`src/rtl/adh_pkg.sv`:
```
`default_nettype none
package adh_pkg;

  localparam int IN_TDATA_W  = 24;
  localparam int OUT_TDATA_W = 104;
  localparam int CFG_IDX_W   = 4;
  localparam int COEF_W      = 16;
  localparam int OUT_CNT_W   = 24;
  localparam int TRIG_W      = 28;
  localparam int ANG_W       = 32;
  localparam int PROD_W      = COEF_W + TRIG_W;
  localparam int ACC_W       = PROD_W + 1;
  localparam int PIX_W       = 18;
  localparam int SIZE_W      = 13;
  localparam int NUM_COEFS   = 8;

  localparam logic signed [COEF_W-1:0] Q12_ONE = 16'sd4096;

  // angle constants in Q.24
  localparam logic [32:0]        TWO_PI_RED  = 33'd105414357;
  localparam logic [32:0]        RED_BIAS    = 33'd2213701497; // 21 turns
  localparam logic signed [27:0] TWO_PI_Q24  = 28'sd105414357;
  localparam logic [32:0]        PI_RED      = 33'd52707179;
  localparam logic signed [27:0] PI_Q24      = 28'sd52707179;
  localparam logic signed [27:0] HALF_PI_Q24 = 28'sd26353589;
  localparam logic signed [27:0] CORDIC_GAIN = 28'sd10188014;
  localparam logic [3:0]         ROT_LAST    = 4'd15;
  localparam logic [3:0]         RED_FIRST   = 4'd5;

  typedef enum logic [1:0] {
    MODE_CLEAR = 2'd0,
    MODE_ITER  = 2'd1,
    MODE_READ  = 2'd2
  } mode_t;

  typedef enum logic [2:0] {
    COEF_A, COEF_B, COEF_C, COEF_D, COEF_E, COEF_F, COEF_G, COEF_H
  } coef_idx_t;

  typedef enum logic [3:0] {
    ST_CLEAR, ST_IDLE, ST_ANG, ST_TRIG_START, ST_TRIG_WAIT, ST_GAIN,
    ST_ACC, ST_RND, ST_PIX, ST_MRD, ST_MUPD, ST_OUT
  } top_state_t;

  typedef enum logic [2:0] {
    SC_IDLE, SC_RED, SC_WRAP, SC_FOLD, SC_ROT
  } sc_state_t;

  typedef struct packed {
    logic                    start;
    logic signed [ANG_W-1:0] angle;
  } sc_req_t;

  typedef struct packed {
    logic                     done;
    logic signed [TRIG_W-1:0] sin_val;
    logic signed [TRIG_W-1:0] cos_val;
  } sc_rsp_t;

  typedef struct packed {
    logic             in_frame;
    logic [PIX_W-1:0] pos;
  } pix_t;

  function automatic logic signed [TRIG_W-1:0] atan_q24(input logic [3:0] i);
    logic signed [TRIG_W-1:0] v;
    unique case (i)
      4'd0:  v = 28'sd13176795;
      4'd1:  v = 28'sd7778716;
      4'd2:  v = 28'sd4110060;
      4'd3:  v = 28'sd2086331;
      4'd4:  v = 28'sd1047214;
      4'd5:  v = 28'sd524117;
      4'd6:  v = 28'sd262123;
      4'd7:  v = 28'sd131069;
      4'd8:  v = 28'sd65536;
      4'd9:  v = 28'sd32768;
      4'd10: v = 28'sd16384;
      4'd11: v = 28'sd8192;
      4'd12: v = 28'sd4096;
      4'd13: v = 28'sd2048;
      4'd14: v = 28'sd1024;
      default: v = 28'sd512;
    endcase
    return v;
  endfunction

  // round half away from zero of (v + 2.0) * size / 4.0
  function automatic pix_t to_pixel(input logic signed [COEF_W-1:0] v,
                                    input logic [SIZE_W-1:0] size);
    logic signed [16:0] off;
    logic signed [31:0] num;
    logic [31:0]        mag;
    logic [PIX_W-1:0]   q;
    pix_t               p;
    off = 17'(v) + 17'sd8192;
    num = 32'(off) * $signed({19'd0, size});
    mag = num[31] ? 32'(-num) : 32'(num);
    q = PIX_W'((mag + 32'd8192) >> 14);
    p.in_frame = (q == '0) || (!num[31] && (q < PIX_W'(size)));
    p.pos = num[31] ? '0 : q;
    return p;
  endfunction

endpackage
`default_nettype wire

```
`src/rtl/adh_sincos.sv`:
```
`default_nettype none
module adh_sincos (
  input  wire logic             clk,
  input  wire logic             rst,
  input  wire adh_pkg::sc_req_t req,
  output adh_pkg::sc_rsp_t      rsp
);
  import adh_pkg::*;

  sc_state_t state, state_next;
  logic [32:0] rem;
  logic signed [TRIG_W-1:0] r, x, y, z;
  logic neg_cos;
  logic [3:0] step;
  logic done;
  logic [32:0] sub;
  logic signed [TRIG_W-1:0] dx, dy, at;

  assign sub = TWO_PI_RED << step;
  assign dx  = y >>> step;
  assign dy  = x >>> step;
  assign at  = atan_q24(step);

  always_ff @(posedge clk) begin
    if (rst) state <= SC_IDLE;
    else state <= state_next;
  end

  always_comb begin
    state_next = state;
    unique case (state)
      SC_IDLE: if (req.start) state_next = SC_RED;
      SC_RED:  if (step == '0) state_next = SC_WRAP;
      SC_WRAP: state_next = SC_FOLD;
      SC_FOLD: state_next = SC_ROT;
      SC_ROT:  if (step == ROT_LAST) state_next = SC_IDLE;
      default: state_next = SC_IDLE;
    endcase
  end

  always_ff @(posedge clk) begin
    if (rst) begin
      done <= 1'b0;
    end else begin
      done <= (state == SC_ROT) && (step == ROT_LAST);
    end
  end

  always_ff @(posedge clk) begin
    unique case (state)
      SC_IDLE: begin
        // bias negative angles by whole turns so the reduction stays unsigned
        rem  <= req.angle[ANG_W-1] ? 33'(req.angle) + RED_BIAS : 33'(req.angle);
        step <= RED_FIRST;
      end
      SC_RED: begin
        if (rem >= sub) rem <= rem - sub;
        step <= step - 4'd1;
      end
      SC_WRAP: begin
        r <= (rem >= PI_RED) ? TRIG_W'(rem) - TWO_PI_Q24 : TRIG_W'(rem);
      end
      SC_FOLD: begin
        if (r > HALF_PI_Q24) begin
          z <= PI_Q24 - r;
          neg_cos <= 1'b1;
        end else if (r < -HALF_PI_Q24) begin
          z <= -PI_Q24 - r;
          neg_cos <= 1'b1;
        end else begin
          z <= r;
          neg_cos <= 1'b0;
        end
        x <= CORDIC_GAIN;
        y <= '0;
        step <= '0;
      end
      SC_ROT: begin
        if (!z[TRIG_W-1]) begin
          x <= x - dx;
          y <= y + dy;
          z <= z - at;
        end else begin
          x <= x + dx;
          y <= y - dy;
          z <= z + at;
        end
        step <= step + 4'd1;
      end
      default: ;
    endcase
  end

  assign rsp.done    = done;
  assign rsp.sin_val = y;
  assign rsp.cos_val = neg_cos ? -x : x;

endmodule
`default_nettype wire

```
`config.mk`:
```
export PLATFORM = sky130hd
export DESIGN_NAME = adh_sincos
export DESIGN_NICKNAME = d
export VERILOG_FILES = /design/src/rtl/adh_pkg.sv /design/src/rtl/adh_sincos.sv
export SDC_FILE = /design/constraint.sdc
export NUM_CORES = 1
export LEC_CHECK = 0
export ABC_AREA = 0
export ABC_CLOCK_PERIOD_IN_PS = 18900
export BUFFER_PORTS_ARGS = -buffer_cell sky130_fd_sc_hd__buf_2
export CORE_UTILIZATION = 55
export CTS_CLUSTER_SIZE = 24
export DETAILED_ROUTE_END_ITERATION = 16
export PLACE_DENSITY = 0.75
export SYNTH_ARGS = -nofsm -noshare
export SYNTH_HDL_FRONTEND = slang
export SYNTH_SLANG_ARGS = --single-unit
```
`constraint.sdc`:
```
create_clock -name clk -period 18.9 [get_ports clk]
set_clock_uncertainty 0.2 [all_clocks]
set_input_delay 0.945 -clock clk [delete_from_list [all_inputs] [get_ports clk]]
set_output_delay 0.945 -clock clk [all_outputs]
set_load 0.02 [all_outputs]
```
# Word level (Yosys, flattened, before mapping)
# Memories as Yosys holds them, arrays and structs flattened. A register that Yosys moved wholly into a read port is not among the register bits.
# Index checks and enable logic that the tools add are counted.
classes:
  n_shift: 3
  addsub: 14
  n_mux: 20
  n_reduce_logical: 8
  order_cmp: 4
  n_eq_ne: 9
ops:
  columns: ["operator", "n"]
  rows:
  - ["2-to-1 mux 28 bit", 7]
  - ["one-hot mux 28 bit (2 select lines)", 3]
  - ["adder 28 bit", 3]
  - ["subtractor 28 bit", 3]
  - ["2-to-1 mux 33 bit", 2]
  - ["one-hot mux 33 bit (2 select lines)", 1]
  - [">>> shifter 28 x 4 -> 28 bit", 2]
  - ["subtractor 27 x 28 -> 28 bit, first input constant", 2]
  - ["adder 33 x 32 -> 33 bit, second input constant", 1]
  - ["greater-or-equal comparator 33 x 26 -> 1 bit, second input constant", 1]
  - ["greater-or-equal comparator 33 bit", 1]
  - ["left shift 27 x 4 -> 33 bit, first input constant", 1]
  - ["subtractor 33 bit", 1]
  - ["greater-than comparator 28 x 26 -> 1 bit, second input constant", 1]
  - ["< comparator 28 x 26 -> 1 bit, second input constant", 1]
  - ["negation 28 bit", 1]
  - ["subtractor 28 x 27 -> 28 bit, second input constant", 1]
  - ["one-hot mux 4 bit (4 select lines)", 1]
  - ["one-hot mux 3 bit (5 select lines)", 1]
  - ["2-to-1 mux 3 bit", 3]
  - ["inequality test 2 bit, second input constant", 4]
  - ["equality test 3 x 2 -> 1 bit, second input constant", 2]
  - ["adder 4 x 1 -> 4 bit, second input constant", 1]
  - ["equality test 4 bit, second input constant", 1]
  - ["12 further kinds", 13]
totals:
  romBits: 384
  regBits: 154
  word_cells: 68
  output_inout_bits: 57
  memories: 1
mem_list:
  columns: ["name", "words", "width", "rd", "rd_clocked_by_memory_dff", "wr", "line", "source"]
  rows:
  - ["(name not given)", 16, 24, 1, 1, 0, "adh_pkg.sv:67", "unique case (i)"]

# Longest topological paths before layout
# Gate-level depths: netlist of the first run.
depth:
  depth_word: 4
  mapped_depth: 26
  ltp_nobuf: 21

# Worst setup path after synthesis of the first run
# No wires, ideal clock.
synth_timing:
  path_type: "flip-flop to flip-flop"
  startpoint: "register step[0]"
  endpoint: "register rem[0] (enable)"
  period_less_slack_ns: 10.461
  path_buffers: 7
  path_stages_with_launch: 23
  required_time_ns: 18.098
  setup_ns: 0.602
  slack_ns: 8.439
  arrival_ns: 9.659
  path_cell_list: "edfxtp_1 > buf_6 > buf_12 > buf_12 > buf_12 > buf_2 > buf_2 > clkbuf_1 > inv_1 > ha_1 > nor2_1 > a21oi_1 > or2_2 > ha_1 > and4_1 > nand3_1 > o211ai_1 > nand2_1 > a21oi_1 > a311o_1 > a311oi_1 > o21a_1 > a2111oi_0"
synth_via:
  elab_chain_len: 4
synth_lines:
  columns: ["item", "line", "source"]
  rows:
  - ["from (decl)", "adh_sincos.sv:14", "logic [3:0] step;"]
  - ["from (signal assigned)", "adh_sincos.sv:58", "step <= step - 4'd1;"]
  - ["from (signal assigned)", "adh_sincos.sv:88", "step <= step + 4'd1;"]
  - ["left shift 27 x 4 -> 33 bit", "adh_sincos.sv:19", "assign sub = TWO_PI_RED << step;"]
  - ["greater-or-equal comparator 33 bit", "adh_sincos.sv:57", "if (rem >= sub) rem <= rem - sub;"]
  - ["inequality test 2 bit (no source line)", null, null]
  - ["AND reduction 2 bit (no source line)", null, null]
  - ["to (signal assigned)", "adh_sincos.sv:53", "rem <= req.angle[ANG_W-1] ? 33'(req.angle) + RED_BIAS : 33'(req.angle);"]
  - ["to (signal assigned)", "adh_sincos.sv:57", null]
  - ["to (decl)", "adh_sincos.sv:11", "logic [32:0] rem;"]
# No other way between the ends.
# A chain may end at the register's enable or synchronous reset.

# Final worst setup path of the first run
layout_timing:
  startpoint: "register step[0]"
  endpoint: "register y[25], data pin"
layout_via:
  elab_chain_len: 4
  elab_cells_between_ends: 5
  cone_classes: "add/sub (2); shift (1); mux (2)"
layout_lines:
  columns: ["item", "line", "source"]
  rows:
  - [">>> shifter 28 x 4 -> 28 bit *", "adh_sincos.sv:21", "assign dy = x >>> step;"]
  - ["adder 28 bit or subtractor 28 bit (tied branches)", "adh_sincos.sv:81, adh_sincos.sv:85", null]
  - ["2-to-1 mux 28 bit *", "adh_sincos.sv:79", "if (!z[TRIG_W-1]) begin"]
  - ["one-hot mux 28 bit (2 select lines) *", "adh_sincos.sv:50", "unique case (state)"]
  - ["to (signal assigned)", "adh_sincos.sv:81", "y <= y + dy;"]
  - ["to (signal assigned)", "adh_sincos.sv:85", "y <= y - dy;"]
  - ["to (decl)", "adh_sincos.sv:12", "logic signed [TRIG_W-1:0] r, x, y, z;"]
# Mark *: on every way between the ends. The rest lies on a longest branch, timed or not.

==> qor.yml, run 1 <==
grt-ovfl-total: 0
r2r_start: "step[0]"
ys_seq_area_share_pct: 24.42
whs_path_depth: 1
syn_nets: 2612
p_leak_uw: 0.008767
clk_latency_ns: 0.46
seq_area_um2: 5045
postRouteAntennaNets: 0
antenna_found_initial: 0
cp_max_fo: 49
arrival_ns: 6.14
syn_area_per_cell_um2: 8.505
synth.largest_area_cell: "edfxtp_1"
vias: 18650
nFillCells: 3275
via_per_inst: 6.402
synth_edf_count: 150
drtIter0Drc: 1609
critPathKind: "register to register"
start_util_pct: 56.16
syn_area_um2: 20660
fin_crit_ns: 6.123
synth_common_cells: "nor2_1, nand2_1, a21oi_1"
dr.pass1.iters: 6
rsz0062_at_grt: "false"
async_reset_ff_share_pct: 0
drive_above_1_share_pct: 10.63
yosysWarnings: 0
combPwrFrac_pct: 49.4
internal_power_uw: 1072
synth_area_leaders: "edfxtp_1, ha_1, xnor2_1"
grt.total_usage_pct: 29.03
max-cap-violations: 0
outcome: "complete, no violations"
yosysUniqueCellTypes: 90
postSynthCellCount: 2429
drt_wl_total_um: 55960
cts_buffer_depth: 2
net-switching-power_uw: 772.8
cts_root_buffer: "clkbuf_16"
clockPowerShare_pct: 19.6
io_buffers: 91
cts_tree: "yes"
htreeDepth: 4
power_uw: 1845
start_kind: "register"
multi_input_area_um2: 14780
synth_top_area_share_pct: 21.80
hold_viol_final: 0
grt_pass1_wl_um: 89480
min_to: "r[0]"
hold_class: "register to register"
drc_errors: 0
wl_per_cell_um: 19.20
area.growth.synth_to_final_pct: 5.729
required_ns: 18.92
hold_path.startpoint: "rem[0]"
worst-r2r-setup-slack_ns: 12.78
die_h_um: 195.8
grt_max_degree: 77
slew_violations: 0
postCtsSetupRepairBufs: 0
cts_buffers: 17
power_frac_seq_pct: 31.0
dp_hpwl_um: 41910
grt_pass1_vias: 17170
clk_pin_slew_ns: 0.08
fin_nets: 2616
tightest_slew_ns: 1.191
holdBufCountCts: 0
fin_crit_sh_pct: 32.40
fp.dieW_um: 195.8
cp-end-kind: "register"
reg2reg_depth: 20
max-slew-margin-rel_pct: 20.54
fin_tns_setup_ns: 0
dieArea_um2: 38340
io_pins: 92
core_area_um2: 36790
power_per_cell_area_nw_per_um2: 84.48
synth_top_flop_cell: "edfxtp_1"
cts_resized: 0
timing.rr.end: "y[25]"
ir_worst_vdd_uv: 64.33
switching_share_pct: 41.88
yosysMostFrequentCell: "nor2_1"
cts_sinks: 177
antenna_cells: 0
setup_violations: 0
place_congestion: 0.9682
max_clock_freq_ghz: 0.1633
row_count: 70
synth_seq_cells: 177
## layer usage
layer	part of all wire, %	track usage (%)
met2	43	44.31
met1	45	41.58
met3	8.9	5.089
met5	0	0
met4	2.7	9.433
## flip-flops by register name, summed over array words and instances, names as in the netlist
| register | flops |
|---|---|
| neg_cos | 1 |
| x | 28 |
| y | 28 |
| at | 23 |
| done | 1 |
| z | 28 |
| state | 3 |
| r | 28 |
| step | 4 |
| rem | 33 |
## kinds of logic after synthesis
| logic type | share of synthesized area (%) |
|---|---|
| buf+inv | 4.148 |
| xor+xnor | 11.27 |
| mux | 11.28 |
| simple gates | 18.79 |
| flops | 24.42 |
| fa+ha+maj | 9.145 |
| compound gates | 20.95 |
## cell usage in the layout, fill, tap and decap left out, types with 27 or more instances in the layout
cell	n
nor2_1	245
and3_1	31
a21o_1	63
edfxtp_1	150
buf_2	91
o21a_1	37
mux4_2	49
ha_1	143
a31oi_1	35
o21ai_0	146
nand2_1	243
inv_1	64
xor2_1	112
o31ai_1	27
nor3_1	75
a21oi_1	218
nand3_1	39
dfxtp_1	27
mux2i_1	53
xnor2_1	152
nand2b_1	28
## worst max-delay path by stage
stage | from | endpoint | cells past startpoint
2_1_floorplan | step[0] | rem[0] | 22
3_3_place_gp | step[0] | y[25] | 20
3_5_place_dp | step[0] | y[25] | 20
4_1_cts | step[0] | y[25] | 20
5_1_grt | step[0] | y[25] | 20
6_report | step[0] | y[25] | 20
## power groups by stage
stage	Combinational, uW	Sequential [uW]	Clock (uW)
4_1_cts	895	569	364
2_1_floorplan	729	553	0
3_5_place_dp	885	578	0
6_report	911	572	362
3_3_place_gp	868	576	0
5_1_grt	1000	577	378
## worst max-delay path, stage by stage, from the launching register on
cell and delay [ns]:
edfxtp_1 0.36, buf_4 0.60, mux4_1 0.71, nor3_1 0.30, o211ai_1 0.23, a2111oi_4 0.56, and3_1 0.27, and2_1 0.19
a21oi_1 0.10, xnor2_1 0.16, ha_1 0.34, a21o_1 0.20, a21o_1 0.17, a21o_1 0.19, a21o_1 0.19, a31oi_1 0.28
a31oi_1 0.17, a21oi_1 0.23, a21oi_1 0.12, xor2_1 0.14, and2_1 0.16
## stage by stage
stage | area, um^2 | util, % | worst slack, ns | instances | hold slack, ns
after floorplan | 20660 | - | 8.439 | 2429 | 0.3712
after global placement | 21260 | 57.79 | 13.06 | 2882 | 0.4324
after detailed placement | 21260 | 57.79 | 12.89 | 2882 | 0.4483
after CTS | 21840 | 59.38 | 12.82 | 2914 | 0.4690
after global routing | 21840 | 59.38 | 12.33 | 2914 | 0.5202
final | 21840 | 59.38 | 12.78 | 2914 | 0.4770
## area by class of cell
class                           instances  area share, %
Clock inverter                         14         0.6129
Multi-Input combinational cell       2060          67.68
Sequential cell                       177          23.10
Inverter                               68          1.169
Timing Repair Buffer                  109          2.704
Tap cell                              468          2.681
Clock buffer                           18          2.062
No activity file was read; power rests on OpenSTA's default activity.
==> run 2: changes to the inputs <==
--- a/config.mk
+++ b/config.mk
@@ -6,12 +6,12 @@
 export NUM_CORES = 1
 export LEC_CHECK = 0
 export ABC_AREA = 0
-export ABC_CLOCK_PERIOD_IN_PS = 18900
+export ABC_CLOCK_PERIOD_IN_PS = 5550
 export BUFFER_PORTS_ARGS = -buffer_cell sky130_fd_sc_hd__buf_2
 export CORE_UTILIZATION = 55
 export CTS_CLUSTER_SIZE = 24
 export DETAILED_ROUTE_END_ITERATION = 16
-export PLACE_DENSITY = 0.75
+export PLACE_DENSITY = 0.78
 export SYNTH_ARGS = -nofsm -noshare
 export SYNTH_HDL_FRONTEND = slang
 export SYNTH_SLANG_ARGS = --single-unit
==> constraint.sdc (replaced) <==
create_clock -name clk -period 5.55 [get_ports clk]
set_clock_uncertainty 0.2 [all_clocks]
set_input_delay 0.2775 -clock clk [delete_from_list [all_inputs] [get_ports clk]]
set_output_delay 0.2775 -clock clk [all_outputs]
set_load 0.02 [all_outputs]
==> run 2 against run 1 <==
Final area is 4.3% higher. Non-clock buffer count is 76 higher. Core utilization is 2.5 points higher. Sequential share of layout area is 0.94 points lower. Combinational power grew to 3.6 times the previous value. Flip-flop and latch count stayed put. Sequential power grew to 3.4 times the previous value. Clock-buffer cell count stayed put. Critical path type unchanged. Critical endpoint unchanged. Highest routed layer unchanged.
==> qor.yml, run 2 (synthesis gave the netlist of run 1 again) <==
outcome: "complete, no violations"
tightest_slew_ns: 1.240
vias: 19380
stdcell_area_um2: 22770
area.growth.synth_to_final_pct: 10.23
internal_power_uw: 3763
dp.cells: 2943
max-cap-violations: 0
drt_wl_total_um: 59550
switching_share_pct: 42.28
slew_violations: 0
dr.pass1.iters: 6
r2r_start: "step[0]"
grt_max_degree: 102
row_count: 70
fin_cells: 2990
drc_errors: 0
net-switching-power_uw: 2756
setup_violations: 0
start_kind: "register"
min_to: "rem[31]"
timing.rr.end: "y[25]"
dieArea_um2: 38340
hold_viol_final: 0
antenna_found_initial: 0
max_clock_freq_ghz: 0.1862
hold_class: "input pin to register"
drive_above_1_share_pct: 14.51
ir_worst_vdd_uv: 255.4
grt.total_usage_pct: 30.75
cts_buffers: 17
p_leak_uw: 0.009181
clk_latency_ns: 0.47
crit_chain: "buf_12, buf_4, mux4_2, mux2i_2, o211ai_1, a2111oi_4, and3_2, and2_1, a21oi_1, xnor2_1, ha_1, a21o_1, a21o_1, a21o_1, a21o_1, a31oi_2, a31oi_2, a21oi_2, a21oi_1, xor2_1, and2_1"
worst_path_max_delay_cell: "mux4_2"
start_util_pct: 56.16
max_flop_register: "rem"
hold_path.startpoint: "req[30]"
max_stage_delay_ns: 0.54
cts_buffer_depth: 2
combPwrFrac_pct: 50.4
grt_pass1_wl_um: 94890
cpMostUsedCell: "a21o_1"
via_per_inst: 6.482
power_uw: 6518
core_area_um2: 36790
fp.dieW_um: 195.8
cts_sinks: 177
place_congestion: 0.9641
drtIter0Drc: 1860
grt-ovfl-total: 0
reg2reg_depth: 21
whs_path_depth: 3
timing.critical_path.buf_inv: 2
placed_area_um2: 21930
fin_crit_ns: 5.370
fin_crit_sh_pct: 96.75
io_buffers: 91
htreeDepth: 4
cp_max_fo: 13
cp_top_family: "compound AO/OA/AOI/OAI gates"
die_h_um: 195.8
worst-r2r-setup-slack_ns: 0.18
required_ns: 5.57
cts_tree: "yes"
clockPowerShare_pct: 19.5
io_pins: 92
arrival_ns: 5.39
critPathKind: "register to register"
antenna_cells: 0
postRouteAntennaNets: 0
grt_pass1_vias: 18260
holdWs_ns: 0.02484
dp_hpwl_um: 44760
cp-end-kind: "register"
cts_root_buffer: "clkbuf_16"
max-slew-margin-rel_pct: 17.27
final_cell_mix: "nor2_1, nand2_1, a21oi_1, xnor2_1, edfxtp_1"
power_per_cell_area_nw_per_um2: 286.2
clk_pin_slew_ns: 0.08
power_frac_seq_pct: 30.1
fin_tns_setup_ns: 0
wl_per_cell_um: 19.92
largest_reg_flops: 33
fin_nets: 2692
## run 2: worst max path at each step
stage | start | to | slack (ns) | depth (start not counted)
global placement | step[0] | y[25] | 0.24 | 21
CTS | step[0] | y[24] | 0.08 | 19
finish | step[0] | y[25] | 0.18 | 21
floorplan | step[3] | rem[0] | 0.01 | 19
detailed placement | step[0] | y[25] | 0.1 | 21
global route | step[0] | y[25] | -0.06 | 21
## run 2: layout make-up
type                       instances  area [um^2]
tap                              468        585.6
multi-input combinational       2060        14980
fill                            3102        14010
clock inverter                    14        162.7
clock buffer                      18        439.2
timing repair buffer             185         1297
inverter                          68        262.8
sequential                       177         5045
## run 2: what timing repair did
action	CTS	global route
hold buffers	1	0
buffers inserted	0	13
hold endpoints to repair	4	0
gates resized for setup	0	27
setup endpoints to repair	0	15
## run 2: layer usage
| metal | wire length, um | GRT usage (%) |
|---|---|---|
| met1 | 25860 | 43.11 |
| met4 | 1759 | 9.809 |
| met2 | 26330 | 47.61 |
| met3 | 5606 | 6.068 |
| met5 | 0 | 0 |
## run 2: worst register-to-register path, cell delays in order, from the launching register on
cell and delay, ns:
edfxtp_1 0.41, buf_12 0.18, buf_4 0.21, mux4_2 0.54, mux2i_2 0.20, o211ai_1 0.20
a2111oi_4 0.42, and3_2 0.30, and2_1 0.17, a21oi_1 0.08, xnor2_1 0.14, ha_1 0.29
a21o_1 0.18, a21o_1 0.17, a21o_1 0.18, a21o_1 0.21, a31oi_2 0.27, a31oi_2 0.16
a21oi_2 0.21, a21oi_1 0.10, xor2_1 0.14, and2_1 0.16
## run 2: per-stage QoR
stage | setup WS [ns] | util [%]
3_5_place_dp | 0.09781 | 59.61
5_1_grt | -0.05561 | 61.91
6_report | 0.1804 | 61.91
2_1_floorplan | 0.01343 | -
4_1_cts | 0.08027 | 61.27
3_3_place_gp | 0.2384 | 59.61
## run 2: power groups by stage
stage | clock network (uW) | logic [uW] | registers [uW]
finish | 1270 | 3290 | 1960
global route | 1320 | 3630 | 1980
CTS | 1270 | 3190 | 1950
detailed placement | 0 | 3160 | 1980
global placement | 0 | 3080 | 1970
floorplan | 0 | 2540 | 1880
